--- config.mk ---
export PLATFORM = sky130hd
export DESIGN_NAME = elastic_worker_pool_dispatcher
export DESIGN_NICKNAME = d
export VERILOG_FILES = /design/src/sv/ewpd_pkg.sv /design/src/sv/ewpd_div.sv /design/src/sv/ewpd_scan.sv /design/src/sv/elastic_worker_pool_dispatcher.sv
export SDC_FILE = /design/constraint.sdc
export NUM_CORES = 1
export LEC_CHECK = 0
export ABC_AREA = 1
export BUFFER_PORTS_ARGS = -buffer_cell sky130_fd_sc_hd__buf_2
export CELL_PAD_IN_SITES_DETAIL_PLACEMENT = 0
export CELL_PAD_IN_SITES_GLOBAL_PLACEMENT = 1
export CORE_UTILIZATION = 42
export CTS_CLUSTER_DIAMETER = 30
export CTS_CLUSTER_SIZE = 12
export DETAILED_ROUTE_END_ITERATION = 7
export GPL_TIMING_DRIVEN = 0
export PLACE_DENSITY_LB_ADDON = 0.1
export SYNTH_ARGS = -nofsm -noshare
export SYNTH_HDL_FRONTEND = slang
export SYNTH_HIERARCHICAL = 1
export SYNTH_SLANG_ARGS = --single-unit
--- constraint.sdc ---
create_clock -name clk_i -period 4.5 [get_ports clk_i]
set_input_delay 0.45 -clock clk_i [delete_from_list [all_inputs] [get_ports clk_i]]
set_output_delay 0.45 -clock clk_i [all_outputs]
set_load 0.01 [all_outputs]
--- src/sv/ewpd_pkg.sv ---
// ----------------------------------------------------------------------------
// ewpd_pkg - shared types and constants of the worker pool dispatcher
// Slot, count and size widths, command codes, register indexes and the
// control bundle of the min/sum scan unit.
// ----------------------------------------------------------------------------
`timescale 1ns / 1ps
`default_nettype none

package ewpd_pkg;

  // Pool geometry
  localparam int MaxWorkers = 8;
  localparam int SlotBits   = $clog2(MaxWorkers);
  localparam int SizeBits   = $clog2(MaxWorkers + 1);
  localparam int CountBits  = 16;
  localparam int SumBits    = CountBits + SlotBits;
  localparam int ProdBits   = CountBits + SizeBits;
  localparam int MaxwBits   = 4;

  // Stream and config port widths
  localparam int InDataBits  = 8;
  localparam int OutDataBits = 24;
  localparam int CfgAddrBits = 1;
  localparam int CfgDataBits = 16;

  // Register reset values
  localparam logic [CountBits-1:0] SpwReset  = CountBits'(1024);
  localparam logic [MaxwBits-1:0]  MaxwReset = MaxwBits'(8);

  typedef enum logic [1:0] {
    CMD_NEW   = 2'd0,
    CMD_IDLE  = 2'd1,
    CMD_CLOSE = 2'd2,
    CMD_NOP   = 2'd3
  } cmd_e;

  typedef enum logic [CfgAddrBits-1:0] {
    CFG_SPW  = 1'b0,
    CFG_MAXW = 1'b1
  } cfg_idx_e;

  // Scan unit control
  typedef struct packed {
    logic clr;
    logic step;
    logic sum_en;
  } scan_ctl_t;

  // Clamp the max_workers register to 1..MaxWorkers
  function automatic logic [SizeBits-1:0] clamp_max(input logic [MaxwBits-1:0] m);
    logic [SizeBits-1:0] r;
    if (m == '0) begin
      r = SizeBits'(1);
    end else if (32'(m) > MaxWorkers) begin
      r = SizeBits'(MaxWorkers);
    end else begin
      r = SizeBits'(m);
    end
    return r;
  endfunction

endpackage

`default_nettype wire

--- src/sv/ewpd_div.sv ---
// ----------------------------------------------------------------------------
// ewpd_div - iterative restoring divider
// Divides the per-worker session limit by the clamped pool limit, one
// quotient bit per cycle, most significant bit first.
// ----------------------------------------------------------------------------
`timescale 1ns / 1ps
`default_nettype none

module ewpd_div (
  input  wire logic                          clk_i,
  input  wire logic                          rst_ni,
  input  wire logic                          start_i,
  input  wire logic [ewpd_pkg::CountBits-1:0] dividend_i,
  input  wire logic [ewpd_pkg::SizeBits-1:0]  divisor_i,
  output logic                               busy_o,
  output logic [ewpd_pkg::CountBits-1:0]      quot_o
);
  import ewpd_pkg::*;

  localparam int CntBits = $clog2(CountBits + 1);

  logic [CountBits-1:0] num_q;
  logic [SizeBits-1:0]  rem_q;
  logic [SizeBits-1:0]  dsr_q;
  logic [CntBits-1:0]   cnt_q;
  logic [SizeBits:0]    rem_sh;
  logic                 fits;

  // Trial subtract of the shifted remainder
  assign rem_sh = {rem_q, num_q[CountBits-1]};
  assign fits   = rem_sh >= {1'b0, dsr_q};

  always_ff @(posedge clk_i or negedge rst_ni) begin
    if (!rst_ni) begin
      cnt_q <= '0;
      num_q <= '0;
      rem_q <= '0;
      dsr_q <= '0;
    end else if (start_i) begin
      cnt_q <= CntBits'(CountBits);
      num_q <= dividend_i;
      rem_q <= '0;
      dsr_q <= divisor_i;
    end else if (cnt_q != '0) begin
      cnt_q <= cnt_q - CntBits'(1);
      num_q <= {num_q[CountBits-2:0], fits};
      if (fits) begin
        rem_q <= SizeBits'(rem_sh - {1'b0, dsr_q});
      end else begin
        rem_q <= rem_sh[SizeBits-1:0];
      end
    end
  end

  assign busy_o = (cnt_q != '0);
  assign quot_o = num_q;

endmodule

`default_nettype wire

--- src/sv/ewpd_scan.sv ---
// ----------------------------------------------------------------------------
// ewpd_scan - shared minimum and sum unit
// Takes one load value per step, keeps the last minimum with its pool
// position and slot, and optionally accumulates the total load.
// ----------------------------------------------------------------------------
`timescale 1ns / 1ps
`default_nettype none

module ewpd_scan (
  input  wire logic                          clk_i,
  input  wire logic                          rst_ni,
  input  wire ewpd_pkg::scan_ctl_t           ctl_i,
  input  wire logic [ewpd_pkg::CountBits-1:0] val_i,
  input  wire logic [ewpd_pkg::SlotBits-1:0]  pos_i,
  input  wire logic [ewpd_pkg::SlotBits-1:0]  slot_i,
  output logic [ewpd_pkg::CountBits-1:0]      min_o,
  output logic [ewpd_pkg::SlotBits-1:0]       pos_o,
  output logic [ewpd_pkg::SlotBits-1:0]       slot_o,
  output logic [ewpd_pkg::SumBits-1:0]        sum_o
);
  import ewpd_pkg::*;

  logic                 have_q;
  logic [CountBits-1:0] min_q;
  logic [SlotBits-1:0]  pos_q;
  logic [SlotBits-1:0]  slot_q;
  logic [SumBits-1:0]   sum_q;

  // Take the new value on ties so the last minimum wins
  always_ff @(posedge clk_i or negedge rst_ni) begin
    if (!rst_ni) begin
      have_q <= 1'b0;
      min_q  <= '0;
      pos_q  <= '0;
      slot_q <= '0;
      sum_q  <= '0;
    end else if (ctl_i.clr) begin
      have_q <= 1'b0;
      min_q  <= '0;
      pos_q  <= '0;
      slot_q <= '0;
      sum_q  <= '0;
    end else if (ctl_i.step) begin
      if (!have_q || val_i <= min_q) begin
        have_q <= 1'b1;
        min_q  <= val_i;
        pos_q  <= pos_i;
        slot_q <= slot_i;
      end
      if (ctl_i.sum_en) begin
        sum_q <= sum_q + SumBits'(val_i);
      end
    end
  end

  assign min_o  = min_q;
  assign pos_o  = pos_q;
  assign slot_o = slot_q;
  assign sum_o  = sum_q;

endmodule

`default_nettype wire

--- src/sv/elastic_worker_pool_dispatcher.sv ---
// ----------------------------------------------------------------------------
// elastic_worker_pool_dispatcher - session placement on a growable pool
// Sequencer, pool state and result register around a shared min/sum
// scan unit and an iterative divider.
// ----------------------------------------------------------------------------
// Usage:
//   The s_axis channel carries one command per beat: tuser is the command
//   (new session, idle tick, session closed), tdata the closing slot. Each
//   command yields exactly one m_axis beat with the placement, growth,
//   retirement and drain status and the pool size after the command.
//   The cfg channel writes sessions_per_worker (index 0) and max_workers
//   (index 1); always ready; write only while the block idles (not enforced).
// Timing:
//   A close or an unknown command goes through ST_CLOSE, which raises
//   m_axis_tvalid_o once the output register is free. A new session or idle
//   tick scans the N pool entries twice through the shared compare/add unit
//   (plus a search of up to N entries for a retiring worker), while the
//   16-step divider runs alongside; the result is registered in ST_DECIDE once
//   the divider is done and the output register is free. The block takes one
//   command at a time; s_axis_tready_o is high only between commands.
// Reset and stall:
//   Reset leaves one worker on slot 0, all counts zero, no drain mark and
//   the register defaults. A finished result waits in the output register;
//   the next command is accepted meanwhile but its result is held until the
//   receiver takes the pending beat.
// ----------------------------------------------------------------------------
`timescale 1ns / 1ps
`default_nettype none

module elastic_worker_pool_dispatcher (
  input  wire logic                            clk_i,
  input  wire logic                            rst_ni,
  // closing_worker [2:0], zero padded
  input  wire logic [ewpd_pkg::InDataBits-1:0]  s_axis_tdata_i,
  // cmd [1:0]
  input  wire logic [1:0]                       s_axis_tuser_i,
  input  wire logic                            s_axis_tvalid_i,
  output logic                                 s_axis_tready_o,
  // assigned_valid [0], assigned_worker [3:1], added_valid [4],
  // added_worker [7:5], retired_valid [8], retired_worker [11:9],
  // draining_valid [12], draining_worker [15:13], worker_total [19:16]
  output logic [ewpd_pkg::OutDataBits-1:0]      m_axis_tdata_o,
  output logic                                 m_axis_tvalid_o,
  input  wire logic                            m_axis_tready_i,
  input  wire logic                            cfg_valid_i,
  output logic                                 cfg_ready_o,
  input  wire logic [ewpd_pkg::CfgAddrBits-1:0] cfg_addr_i,
  input  wire logic [ewpd_pkg::CfgDataBits-1:0] cfg_data_i
);
  import ewpd_pkg::*;

  typedef enum logic [2:0] {
    ST_IDLE,
    ST_CLOSE,
    ST_RETIRE,
    ST_SCAN1,
    ST_MID,
    ST_SCAN2,
    ST_DECIDE
  } state_e;

  state_e state_q;

  // Configuration registers
  logic [CountBits-1:0] spw_q;
  logic [MaxwBits-1:0]  maxw_q;

  // Pool state
  logic [SlotBits-1:0]  order_q [MaxWorkers];
  logic [CountBits-1:0] load_q  [MaxWorkers];
  logic [SizeBits-1:0]  size_q;
  logic [MaxWorkers-1:0] used_q;
  logic                 mark_q;
  logic [SlotBits-1:0]  drain_q;

  // Per-command working registers
  cmd_e                 cmd_q;
  logic [SlotBits-1:0]  cw_q;
  logic [SlotBits-1:0]  idx_q;
  logic                 ret_v_q;
  logic [SlotBits-1:0]  ret_w_q;
  logic [CountBits-1:0] min1_v_q;
  logic [SlotBits-1:0]  min1_p_q;
  logic [SlotBits-1:0]  min1_s_q;
  logic [SumBits-1:0]   sum_q;

  // Output register
  logic                   m_valid_q;
  logic [OutDataBits-1:0] m_data_q;

  // Internal nets
  logic                 in_fire;
  logic                 out_free;
  logic                 res_load;
  logic                 idx_last;
  logic [SlotBits-1:0]  rd_addr;
  logic [CountBits-1:0] rd_data;
  logic [SlotBits-1:0]  cur_slot;
  scan_ctl_t            scan_ctl;
  logic [CountBits-1:0] sec_v;
  logic [SlotBits-1:0]  sec_p;
  logic [SlotBits-1:0]  sec_s;
  logic [SumBits-1:0]   scan_sum;
  logic                 div_busy;
  logic [CountBits-1:0] quot;
  logic [SizeBits-1:0]  mx;
  logic [SlotBits-1:0]  free_slot;
  logic [CountBits:0]   min_inc;
  logic [CountBits:0]   sec_inc;
  logic                 grow_ok;
  logic [ProdBits-1:0]  prod;
  logic                 low_load;
  logic                 is_new;
  cmd_e                 in_cmd;

  assign in_cmd          = cmd_e'(s_axis_tuser_i);
  assign s_axis_tready_o = (state_q == ST_IDLE);
  assign in_fire         = s_axis_tvalid_i && s_axis_tready_o;
  assign out_free        = !m_valid_q || m_axis_tready_i;
  assign res_load        = ((state_q == ST_CLOSE) || ((state_q == ST_DECIDE) && !div_busy))
                           && out_free;
  assign cfg_ready_o     = 1'b1;
  assign idx_last        = ({1'b0, idx_q} == size_q - SizeBits'(1));
  assign is_new          = (cmd_q == CMD_NEW);
  assign mx              = clamp_max(maxw_q);

  // Single read port into the load counters
  always_comb begin
    case (state_q)
      ST_IDLE:  rd_addr = drain_q;
      ST_CLOSE: rd_addr = cw_q;
      default:  rd_addr = order_q[idx_q];
    endcase
  end
  assign rd_data  = load_q[rd_addr];
  assign cur_slot = order_q[idx_q];

  // Scan unit control
  always_comb begin
    scan_ctl.clr    = in_fire || (state_q == ST_MID);
    scan_ctl.step   = (state_q == ST_SCAN1) || ((state_q == ST_SCAN2) && (idx_q != min1_p_q));
    scan_ctl.sum_en = (state_q == ST_SCAN1);
  end

  ewpd_scan u_scan (
    .clk_i  (clk_i),
    .rst_ni (rst_ni),
    .ctl_i  (scan_ctl),
    .val_i  (rd_data),
    .pos_i  (idx_q),
    .slot_i (cur_slot),
    .min_o  (sec_v),
    .pos_o  (sec_p),
    .slot_o (sec_s),
    .sum_o  (scan_sum)
  );

  ewpd_div u_div (
    .clk_i      (clk_i),
    .rst_ni     (rst_ni),
    .start_i    (in_fire),
    .dividend_i (spw_q),
    .divisor_i  (mx),
    .busy_o     (div_busy),
    .quot_o     (quot)
  );

  // Lowest slot not in the pool
  always_comb begin
    free_slot = '0;
    for (int i = MaxWorkers - 1; i >= 0; i--) begin
      if (!used_q[i]) begin
        free_slot = SlotBits'(i);
      end
    end
  end

  // Decision terms
  assign min_inc  = {1'b0, min1_v_q} + (CountBits+1)'(1);
  assign sec_inc  = {1'b0, sec_v} + (CountBits+1)'(1);
  assign grow_ok  = size_q < mx;
  assign prod     = {{SizeBits{1'b0}}, quot} * {{CountBits{1'b0}}, size_q};
  assign low_load = ProdBits'(sum_q) < prod;

  // Sequencer, pool state and result register
  always_ff @(posedge clk_i or negedge rst_ni) begin
    if (!rst_ni) begin
      state_q   <= ST_IDLE;
      spw_q     <= SpwReset;
      maxw_q    <= MaxwReset;
      for (int i = 0; i < MaxWorkers; i++) begin
        order_q[i] <= '0;
        load_q[i]  <= '0;
      end
      size_q    <= SizeBits'(1);
      used_q    <= MaxWorkers'(1);
      mark_q    <= 1'b0;
      drain_q   <= '0;
      cmd_q     <= CMD_NEW;
      cw_q      <= '0;
      idx_q     <= '0;
      ret_v_q   <= 1'b0;
      ret_w_q   <= '0;
      min1_v_q  <= '0;
      min1_p_q  <= '0;
      min1_s_q  <= '0;
      sum_q     <= '0;
      m_valid_q <= 1'b0;
      m_data_q  <= '0;
    end else begin
      // Drop the result once taken, unless a new one replaces it
      if (m_valid_q && m_axis_tready_i && !res_load) begin
        m_valid_q <= 1'b0;
      end

      // Register writes
      if (cfg_valid_i) begin
        case (cfg_idx_e'(cfg_addr_i))
          CFG_SPW:  spw_q  <= cfg_data_i;
          CFG_MAXW: maxw_q <= cfg_data_i[MaxwBits-1:0];
          default:  ;
        endcase
      end

      case (state_q)
        ST_IDLE: begin
          if (in_fire) begin
            cmd_q   <= in_cmd;
            cw_q    <= s_axis_tdata_i[SlotBits-1:0];
            idx_q   <= '0;
            ret_v_q <= 1'b0;
            ret_w_q <= '0;
            if (in_cmd == CMD_CLOSE || in_cmd == CMD_NOP) begin
              state_q <= ST_CLOSE;
            end else if (in_cmd == CMD_IDLE && mark_q && rd_data == '0) begin
              state_q <= ST_RETIRE;
            end else begin
              state_q <= ST_SCAN1;
            end
          end
        end

        ST_CLOSE: begin
          if (out_free) begin
            if (cmd_q == CMD_CLOSE && rd_data != '0) begin
              load_q[cw_q] <= rd_data - CountBits'(1);
            end
            m_valid_q <= 1'b1;
            m_data_q  <= OutDataBits'({size_q,
                                       (mark_q ? drain_q : {SlotBits{1'b0}}), mark_q,
                                       {SlotBits{1'b0}}, 1'b0,
                                       {SlotBits{1'b0}}, 1'b0,
                                       {SlotBits{1'b0}}, 1'b0});
            state_q   <= ST_IDLE;
          end
        end

        // Find the draining worker and close the gap behind it
        ST_RETIRE: begin
          if (cur_slot == drain_q) begin
            for (int j = 0; j < MaxWorkers - 1; j++) begin
              if (SlotBits'(j) >= idx_q) begin
                order_q[j] <= order_q[j+1];
              end
            end
            size_q          <= size_q - SizeBits'(1);
            used_q[drain_q] <= 1'b0;
            ret_v_q         <= 1'b1;
            ret_w_q         <= drain_q;
            mark_q          <= 1'b0;
            idx_q           <= '0;
            state_q         <= ST_SCAN1;
          end else if (idx_last) begin
            mark_q  <= 1'b0;
            idx_q   <= '0;
            state_q <= ST_SCAN1;
          end else begin
            idx_q <= idx_q + SlotBits'(1);
          end
        end

        // First pass: minimum and total load
        ST_SCAN1: begin
          if (idx_last) begin
            state_q <= ST_MID;
          end else begin
            idx_q <= idx_q + SlotBits'(1);
          end
        end

        ST_MID: begin
          min1_v_q <= sec_v;
          min1_p_q <= sec_p;
          min1_s_q <= sec_s;
          sum_q    <= scan_sum;
          idx_q    <= '0;
          state_q  <= ST_SCAN2;
        end

        // Second pass: minimum over the other workers
        ST_SCAN2: begin
          if (idx_last) begin
            state_q <= ST_DECIDE;
          end else begin
            idx_q <= idx_q + SlotBits'(1);
          end
        end

        ST_DECIDE: begin
          if (!div_busy && out_free) begin
            logic                 asg_v, add_v, mark_n;
            logic [SlotBits-1:0]  asg_w, add_w, drain_n;
            logic [SizeBits-1:0]  size_n;
            asg_v   = 1'b0;
            asg_w   = '0;
            add_v   = 1'b0;
            add_w   = '0;
            mark_n  = mark_q;
            drain_n = drain_q;
            size_n  = size_q;
            if (mark_q && size_q > SizeBits'(1)) begin
              drain_n = min1_s_q;
              if (is_new) begin
                asg_v = 1'b1;
                asg_w = sec_s;
                if (sec_v != '1) begin
                  load_q[sec_s] <= sec_v + CountBits'(1);
                end
              end
              if (sec_inc >= {1'b0, spw_q} && grow_ok) begin
                mark_n = 1'b0;
              end
            end else begin
              if (is_new) begin
                asg_v = 1'b1;
                asg_w = min1_s_q;
                if (min1_v_q != '1) begin
                  load_q[min1_s_q] <= min1_v_q + CountBits'(1);
                end
              end
              if (min_inc >= {1'b0, spw_q} && grow_ok) begin
                add_v = 1'b1;
                add_w = free_slot;
                size_n = size_q + SizeBits'(1);
                order_q[size_q[SlotBits-1:0]] <= free_slot;
                load_q[free_slot]             <= '0;
                used_q[free_slot]             <= 1'b1;
              end else if (size_q > SizeBits'(1) && low_load) begin
                mark_n  = 1'b1;
                drain_n = min1_s_q;
              end
            end
            mark_q    <= mark_n;
            drain_q   <= drain_n;
            size_q    <= size_n;
            m_valid_q <= 1'b1;
            m_data_q  <= OutDataBits'({size_n,
                                       (mark_n ? drain_n : {SlotBits{1'b0}}), mark_n,
                                       ret_w_q, ret_v_q,
                                       add_w, add_v,
                                       asg_w, asg_v});
            state_q   <= ST_IDLE;
          end
        end

        default: state_q <= ST_IDLE;
      endcase
    end
  end

  assign m_axis_tvalid_o = m_valid_q;
  assign m_axis_tdata_o  = m_data_q;

  // Pool size stays within 1..MaxWorkers
  assert property (@(posedge clk_i) disable iff (!rst_ni)
    (size_q != '0) && (32'(size_q) <= MaxWorkers))
    else $error("pool size out of range");

  // Occupied slots match the pool size
  assert property (@(posedge clk_i) disable iff (!rst_ni)
    $countones(used_q) == 32'(size_q))
    else $error("occupied slots disagree with pool size");

  // The drain mark always names a worker in the pool
  assert property (@(posedge clk_i) disable iff (!rst_ni)
    mark_q |-> used_q[drain_q])
    else $error("drain mark on a slot outside the pool");

  // A reported addition leaves at least two workers
  assert property (@(posedge clk_i) disable iff (!rst_ni)
    (m_axis_tvalid_o && m_axis_tdata_o[4]) |-> (m_axis_tdata_o[19:16] > 4'd1))
    else $error("added worker reported with a single-worker pool");

endmodule

`default_nettype wire
-- After elaboration in Yosys (flattened, before gate mapping)
Cells that the tools add are included.
- register bits: 340
- bits of input ports: 32
- output and inout port bits: 27
- word-level logic and storage cells: 345
- add/subtract/negate cells: 11
- $mul: 1
- $lt $le $gt $ge: 31
- equal/unequal tests: 35
- muxes and demuxes: 142
- bitwise logic cells: 14
- reductions and logical operators: 68
- operator list (kind ; count):
    $mux W128 ; 12
    $bwmux W128 ; 3
    $pmux W128 S2 ; 1
    $demux W16 S3 ; 4
    $mux W16 ; 11
    $mux W3 ; 46
    $and A128 B128 Y128 ; 1
    $not A128 Y128 ; 1
    $mux W24 ; 5
    $mux W19 ; 3
    $reduce_and A6 Y1 ; 9
    $bmux W16 S3 ; 1
    $pmux W24 S2 ; 1
    $pmux W21 S2 ; 1
    $mux W4 ; 9
    $add A16 B1 Y17 const B ; 2
    $ge A17 B16 Y1 ; 2
    $add A16 B1 Y16 const B ; 2
    $mux W8 ; 4
    $ne A16 B16 Y1 const B ; 2
    $ge A4 B4 Y1 const B ; 7
    $not A3 Y4 ; 7
    $ne A2 B2 Y1 const B ; 13
    $bwmux W24 ; 1
    64 further kinds ; 154

-- Longest topological paths before layout
- depth after elaboration: 19
- mapped depth: 33
- mapped depth without buffers: 31

-- By module
The synthesis kept the hierarchy.
- modules (own cells, without submodules) (module ; instances ; cells an instance ; area an instance (µm²) ; sequential area each (µm²)):
    elastic_worker_pool_dispatcher ; 1 ; 3259 ; 21506.9 ; 6636.4
    ewpd_scan ; 1 ; 430 ; 3134.3 ; 1051.0
    ewpd_div ; 1 ; 177 ; 1476.4 ; 725.7

-- Worst setup path before layout
No wires, ideal clock.
- path type: flip-flop to flip-flop
- start: register size_q[2]
- end: register mark_q
- setup time: 83 ps
- arrival time: 4886 ps
- data required time: 4417 ps
- path slack: -468 ps
- cell stages (with the launch flop): 30
- path buffers: 2
- period minus slack after synthesis: 4968 ps
- cell sequence: dfrtp_1 > clkbuf_1 > buf_1 > nand2_1 > fa_1 > inv_1 > fa_1 > fa_1 > nand3_1 > nand2_1 > nand2_1 > o211ai_1 > a21oi_1 > o21bai_1 > a21boi_0 > xor2_1 > ha_1 > inv_1 > nor3_1 > a211oi_1 > nand2_1 > nand2_1 > nand2_1 > nand2_1 > nand2_1 > nand2_1 > nand2_1 > a21oi_1 > inv_1 > o21ai_0
- longest elaborated chain between the ends: 10
- elaborated cells on any way between the ends: 20
- classes of those cells: 1 x add/sub; 1 x mul; 3 x order compare; 2 x eq/ne; 8 x mux; 5 x reduce/logical
- ends and longest elaborated chain (element ; line ; text):
    start, declared ; elastic_worker_pool_dispatcher.sv:71 ; logic [SizeBits-1:0] size_q;
    start signal, assigned ; elastic_worker_pool_dispatcher.sv:195 ; size_q <= SizeBits'(1);
    start signal, assigned ; elastic_worker_pool_dispatcher.sv:266 ; size_q <= size_q - SizeBits'(1);
    start signal, assigned ; elastic_worker_pool_dispatcher.sv:355 ; size_q <= size_n;
    $mul A16 B4 Y20 ; elastic_worker_pool_dispatcher.sv:182 ; assign prod = {{SizeBits{1'b0}}, quot} * {{CountBits{1'b0}}, size_q};
    $lt A19 B20 Y1 ; elastic_worker_pool_dispatcher.sv:183 ; assign low_load = ProdBits'(sum_q) < prod;
    $logic_and A1 B1 Y1 ; elastic_worker_pool_dispatcher.sv:348 ; end else if (size_q > SizeBits'(1) && low_load) begin
    $mux W1 ; elastic_worker_pool_dispatcher.sv:348 ;
    $mux W1 ; elastic_worker_pool_dispatcher.sv:341 ; if (min_inc >= {1'b0, spw_q} && grow_ok) begin
    $mux W1 ; elastic_worker_pool_dispatcher.sv:321 ; if (mark_q && size_q > SizeBits'(1)) begin
    $mux W1 ; elastic_worker_pool_dispatcher.sv:310 ; if (!div_busy && out_free) begin
    $mux W1 ; elastic_worker_pool_dispatcher.sv:225 ; case (state_q)
    $mux W1 ; elastic_worker_pool_dispatcher.sv:310 ;
    $pmux W1 S2 ; elastic_worker_pool_dispatcher.sv:225 ;
    end signal, assigned ; elastic_worker_pool_dispatcher.sv:353 ; mark_q <= mark_n;
    end, declared ; elastic_worker_pool_dispatcher.sv:73 ; logic mark_q;
Several ways; a longest one is shown, not always the timed one. The select of a mux whose other input is x is not followed.
A chain may end at the register's enable or synchronous reset.

-- Final worst setup path
- start: register u_scan.min_q[0] (netlist: u_scan/min_o[0])
- end: register mark_q
- longest elaborated chain between the ends: 9
- ends and longest elaborated chain (element ; line ; text):
    start, declared ; ewpd_scan.sv:24 ; logic [CountBits-1:0] min_q;
    start signal, assigned ; ewpd_scan.sv:46 ; min_q <= val_i;
    $add A16 B1 Y17 ; elastic_worker_pool_dispatcher.sv:180 ; assign sec_inc = {1'b0, sec_v} + (CountBits+1)'(1);
    $ge A17 B16 Y1 ; elastic_worker_pool_dispatcher.sv:330 ; if (sec_inc >= {1'b0, spw_q} && grow_ok) begin
    $logic_and A1 B1 Y1 ; elastic_worker_pool_dispatcher.sv:330 ;
    $mux W1 ; elastic_worker_pool_dispatcher.sv:330 ;
    $mux W1 ; elastic_worker_pool_dispatcher.sv:321 ;
    $mux W1 ; elastic_worker_pool_dispatcher.sv:310 ;
    $mux W1 ; elastic_worker_pool_dispatcher.sv:225 ;
    $mux W1 ; elastic_worker_pool_dispatcher.sv:310 ;
    $pmux W1 S2 ; elastic_worker_pool_dispatcher.sv:225 ;
Every way passes these cells. The select of a mux whose other input is x is not followed.

==> key figures <==
Setup path
  • Nature of the critical path endpoint: flip-flop
  • WP data arrival: ~5.4 ns
  • Worst Path Required: between 5 and 6 ns
  • Critical path class: reg2reg
  • WP buf/inv: 4
  • Slowest CP cell: dfrtp_1
  • CP top delay family: simple AND/OR/NAND/NOR gates
  • Cell Chain, Critical Path: inv_1 > nor3_1 > nand3_1 > nor2_1 > nand3_1 > nor4_1 > xor2_2 > buf_4 > inv_1 > ha_1 > nand2_1 > nor2_1 > nand2_1 > or2_2 > o2111ai_1 > nand3_1 > nand2_1 > a21oi_4 > inv_2 > o21ai_2
  • Critical Path Source Type: flip-flop
  • R2R Path Start: u_scan/min_o[0]
  • R2r worst-path depth: 20
  • Critical Path Max Stage Delay: 0.78 ns
  • Crit path max fanout: 9
  • R2r setup slk: -0.39 ns
  • Reg2Reg Capture Point: mark_q

Drt
  • Routed vias: ~28000
  • Antenna-violating nets left: 0
  • DRC: 0
  • First DRT Iteration DRCs: 3055
  • Routed vias/inst: about 5.5
  • Drt wl/cell: approximately 22 um
  • DRT Pass-1 Iters: 6
  • Final Routed Wirelength: approximately 110000 um

Outcome
  • Status: finished with violations
  • Failing checks: max-capacitance violations, max-slew violations, negative setup slack

Timing
  • Max Clock Skew: 0.0309 ns
  • Fmax achieved: ~200 MHz
  • Final setup violating endpoints: 8
  • Tmin final: around 4.9 ns
  • Ratio of final minimum period to clock period: 109%
  • Slew Viols, Final: 10
  • RSZ-0062 raised after global routing: true
  • Final setup margin: -0.387 ns
  • Slew margin rel.: -0.919%
  • Final hold vios: 0
  • Slew @ Worst Pin: between 1.5 and 2 ns

Synthesis
  • Distinct cells, synth: 60
  • Post-synthesis sequential area ratio: between 30% and 40%
  • Mapped Cells: around 3900
  • #FFs+latches synth: ~340
  • Synth warnings: 6
  • Synth area leader: dfrtp_1
  • Area contributors post-synth: dfrtp_1 32%, nand2_1 20%, inv_1 6.4%
  • Post-synth EDFFs: 0
  • Mapped Area: roughly 26000 um^2
  • Top-area cell type share of the netlist area: 31.8%
  • Async SR Flop Fraction: 100%
  • Syn_area_per_cell: approximately 6.8 um^2
  • Top_reg_cell synth: dfrtp_1
  • Cell with the most instances after synthesis: nand2_1
  • Most common library cells after synthesis: 1365 x nand2_1, 448 x inv_1, 332 x dfrtp_1, 330 x nand3_1, 246 x o21ai_0

Die
  • Die area: approximately 63000 um^2
  • I/O pin cnt: 59
  • Core Rows: 91
  • Initial Util: a little over two fifths
  • Core ar.: 61600 um^2
  • DIE WIDTH: between 200 and 300 um
  • Die height: 251 um

Global routing
  • Global-route wire length before repair: about 160000 um
  • Largest net degree at the start of global routing: 110
  • Vias in the first global route: 25900
  • Grt total ovfl: 0
  • GR Util All Layers: 34.3%
  • Antenna violations before repair: 0

Clock tree
  • CTS clock-pin slew for the worst setup and hold paths: about 0.040 ns
  • Clock latency at the later pin of the worst-skew pair: 0.66 ns
  • CTS Buf Count: between 100 and 150
  • CTS HTree Levels: 3
  • CTS max path bufs: 3
  • Clock root cell: clkbuf_16
  • Clock Sinks: around 340
  • CTS tree: yes

Run
  • # Max-Cap Violations: 1

Layout
  • Ratio of cells with drive above 1 in the final layout: roughly 14%
  • Final std cells w/o fill: around 5000
  • Area growth syn-to-layout: 24.0%
  • Fin nets: 4261
  • Antenna diodes: 0
  • Filler instances: a little over 6000

Place
  • Final HPWL DP: just over 80000 um
  • RD Place Congestion: just under 1
  • I/O Buffers: 48
  • Post-Place Cells: ~4800

Min path
  • Hold depth: 3
  • Beginning of the worst hold path: cfg_data_i[6]
  • Worst Hold Path EP: spw_q[6]
  • Hold WC Path Type: in2reg
[cells in the final DEF (no fill, tap or decap), types with 35 or more instances in the layout]
cell and instances:
a21oi_1 130, buf_2 64, buf_4 73, clkbuf_1 74, clkbuf_16 104, dfrtp_1 323, ha_1 114, inv_1 426
mux2i_1 40, nand2_1 1322, nand2_2 48, nand3_1 323, nand4_1 52, nor2_1 212, nor3_1 38, o211ai_1 35
o21ai_0 236, o22ai_1 82
[worst reg2reg max path, cell delays in order, from the launching register on]
cell and delay [ns]:
dfrtp_1 0.78, inv_1 0.33, nor3_1 0.60, nand3_1 0.22, nor2_1 0.20, nand3_1 0.13
nor4_1 0.38, xor2_2 0.17, buf_4 0.17, inv_1 0.14, ha_1 0.33, nand2_1 0.06
nor2_1 0.19, nand2_1 0.06, or2_2 0.27, o2111ai_1 0.20, nand3_1 0.18, nand2_1 0.16
a21oi_4 0.07, inv_2 0.10, o21ai_2 0.06
[logic make-up (layout without fill, tap and decap cells)]
family | after synthesis | in the layout | synth area share, %
other cells | 2 | 5 | 0.0288
buf+inv | 609 | 901 | 9.76
simple gates | 2094 | 2094 | 33.9
compound gates | 584 | 584 | 12.8
xor+xnor | 48 | 48 | 1.61
flops | 336 | 336 | 32.2
fa+ha+maj | 153 | 153 | 8.19
mux | 40 | 40 | 1.53
[layer usage]
| layer | up-vias | global-route usage (%) | routed length (um) |
|---|---|---|---|
| li1 | 13000 | - | - |
| met1 | 13000 | 46.7 | 47500 |
| met2 | 1237 | 51.0 | 46400 |
| met3 | 295 | 5.31 | 7920 |
| met4 | 0 | 21.1 | 7610 |
| met5 | - | 0 | 0 |
[stage by stage]
step	util, %	hold slack, ns	TNS (ns)	setup WS, ns	cell area (um^2)
floorplan	-	0.154	0	0.000298	26300
global placement	44.8	0.463	-1732.97	-4.19	27600
detailed placement	45.1	0.431	-234.29	-1.88	27800
CTS	51.8	0.0238	-5.44	-0.356	31900
global route	52.6	0.0337	-5.01	-0.635	32400
finish	52.6	0.0455	-2.70	-0.387	32400
[final cells by class]
type | count | area, um^2 | area share (%)
multi-input cells | 2924 | 15900 | 49.2
flip-flops and latches | 336 | 8420 | 26.0
clock buffers | 133 | 2830 | 8.74
inverters | 466 | 1770 | 5.46
well taps | 837 | 1050 | 3.23
plain buffers | 139 | 895 | 2.76
repair buffers | 108 | 841 | 2.60
clock inverters | 55 | 652 | 2.01
[how the worst max path moves through the flow]
| stage | start | to | slack (ns) | cells past startpoint |
|---|---|---|---|---|
| 2_1_floorplan | size_q[2] | m_axis_tdata_o[12] | 0.0003 | 31 |
| 3_3_place_gp | rst_ni | load_q[75] | -4.19 | 1 |
| 3_5_place_dp | min1_v_q[0] | order_q[21] | -1.88 | 22 |
| 4_1_cts | size_q[3] | m_axis_tdata_o[14] | -0.36 | 34 |
| 5_1_grt | size_q[3] | m_axis_tdata_o[13] | -0.63 | 34 |
| 6_report | u_scan/min_o[0] | mark_q | -0.39 | 20 |
[sequential cells by signal (all words and copies together) (netlist names), 5 cells and up]
| name | count |
|---|---|
| used_q | 8 |
| min1_v_q | 16 |
| u_scan/sum_o | 19 |
| u_div/quot_o | 16 |
| u_scan/min_o | 16 |
| sum_q | 19 |
| spw_q | 16 |
| m_axis_tdata_o | 20 |
| load_q | 128 |
| order_q | 24 |
| u_div/cnt_q | 5 |
[what timing repair did]
item                       4_1_cts  5_1_grt
setup endpoints to repair      213      186
hold buffers                     1        0
cloned                           0        1
buffers inserted                30       19
resized for setup              121       82
pin swaps                       49       50
hold endpoints to repair        57        0
Power is left out: the tool's default activity adds up to more than one toggle a clock period on the data nets, which glitch-free logic cannot reach.
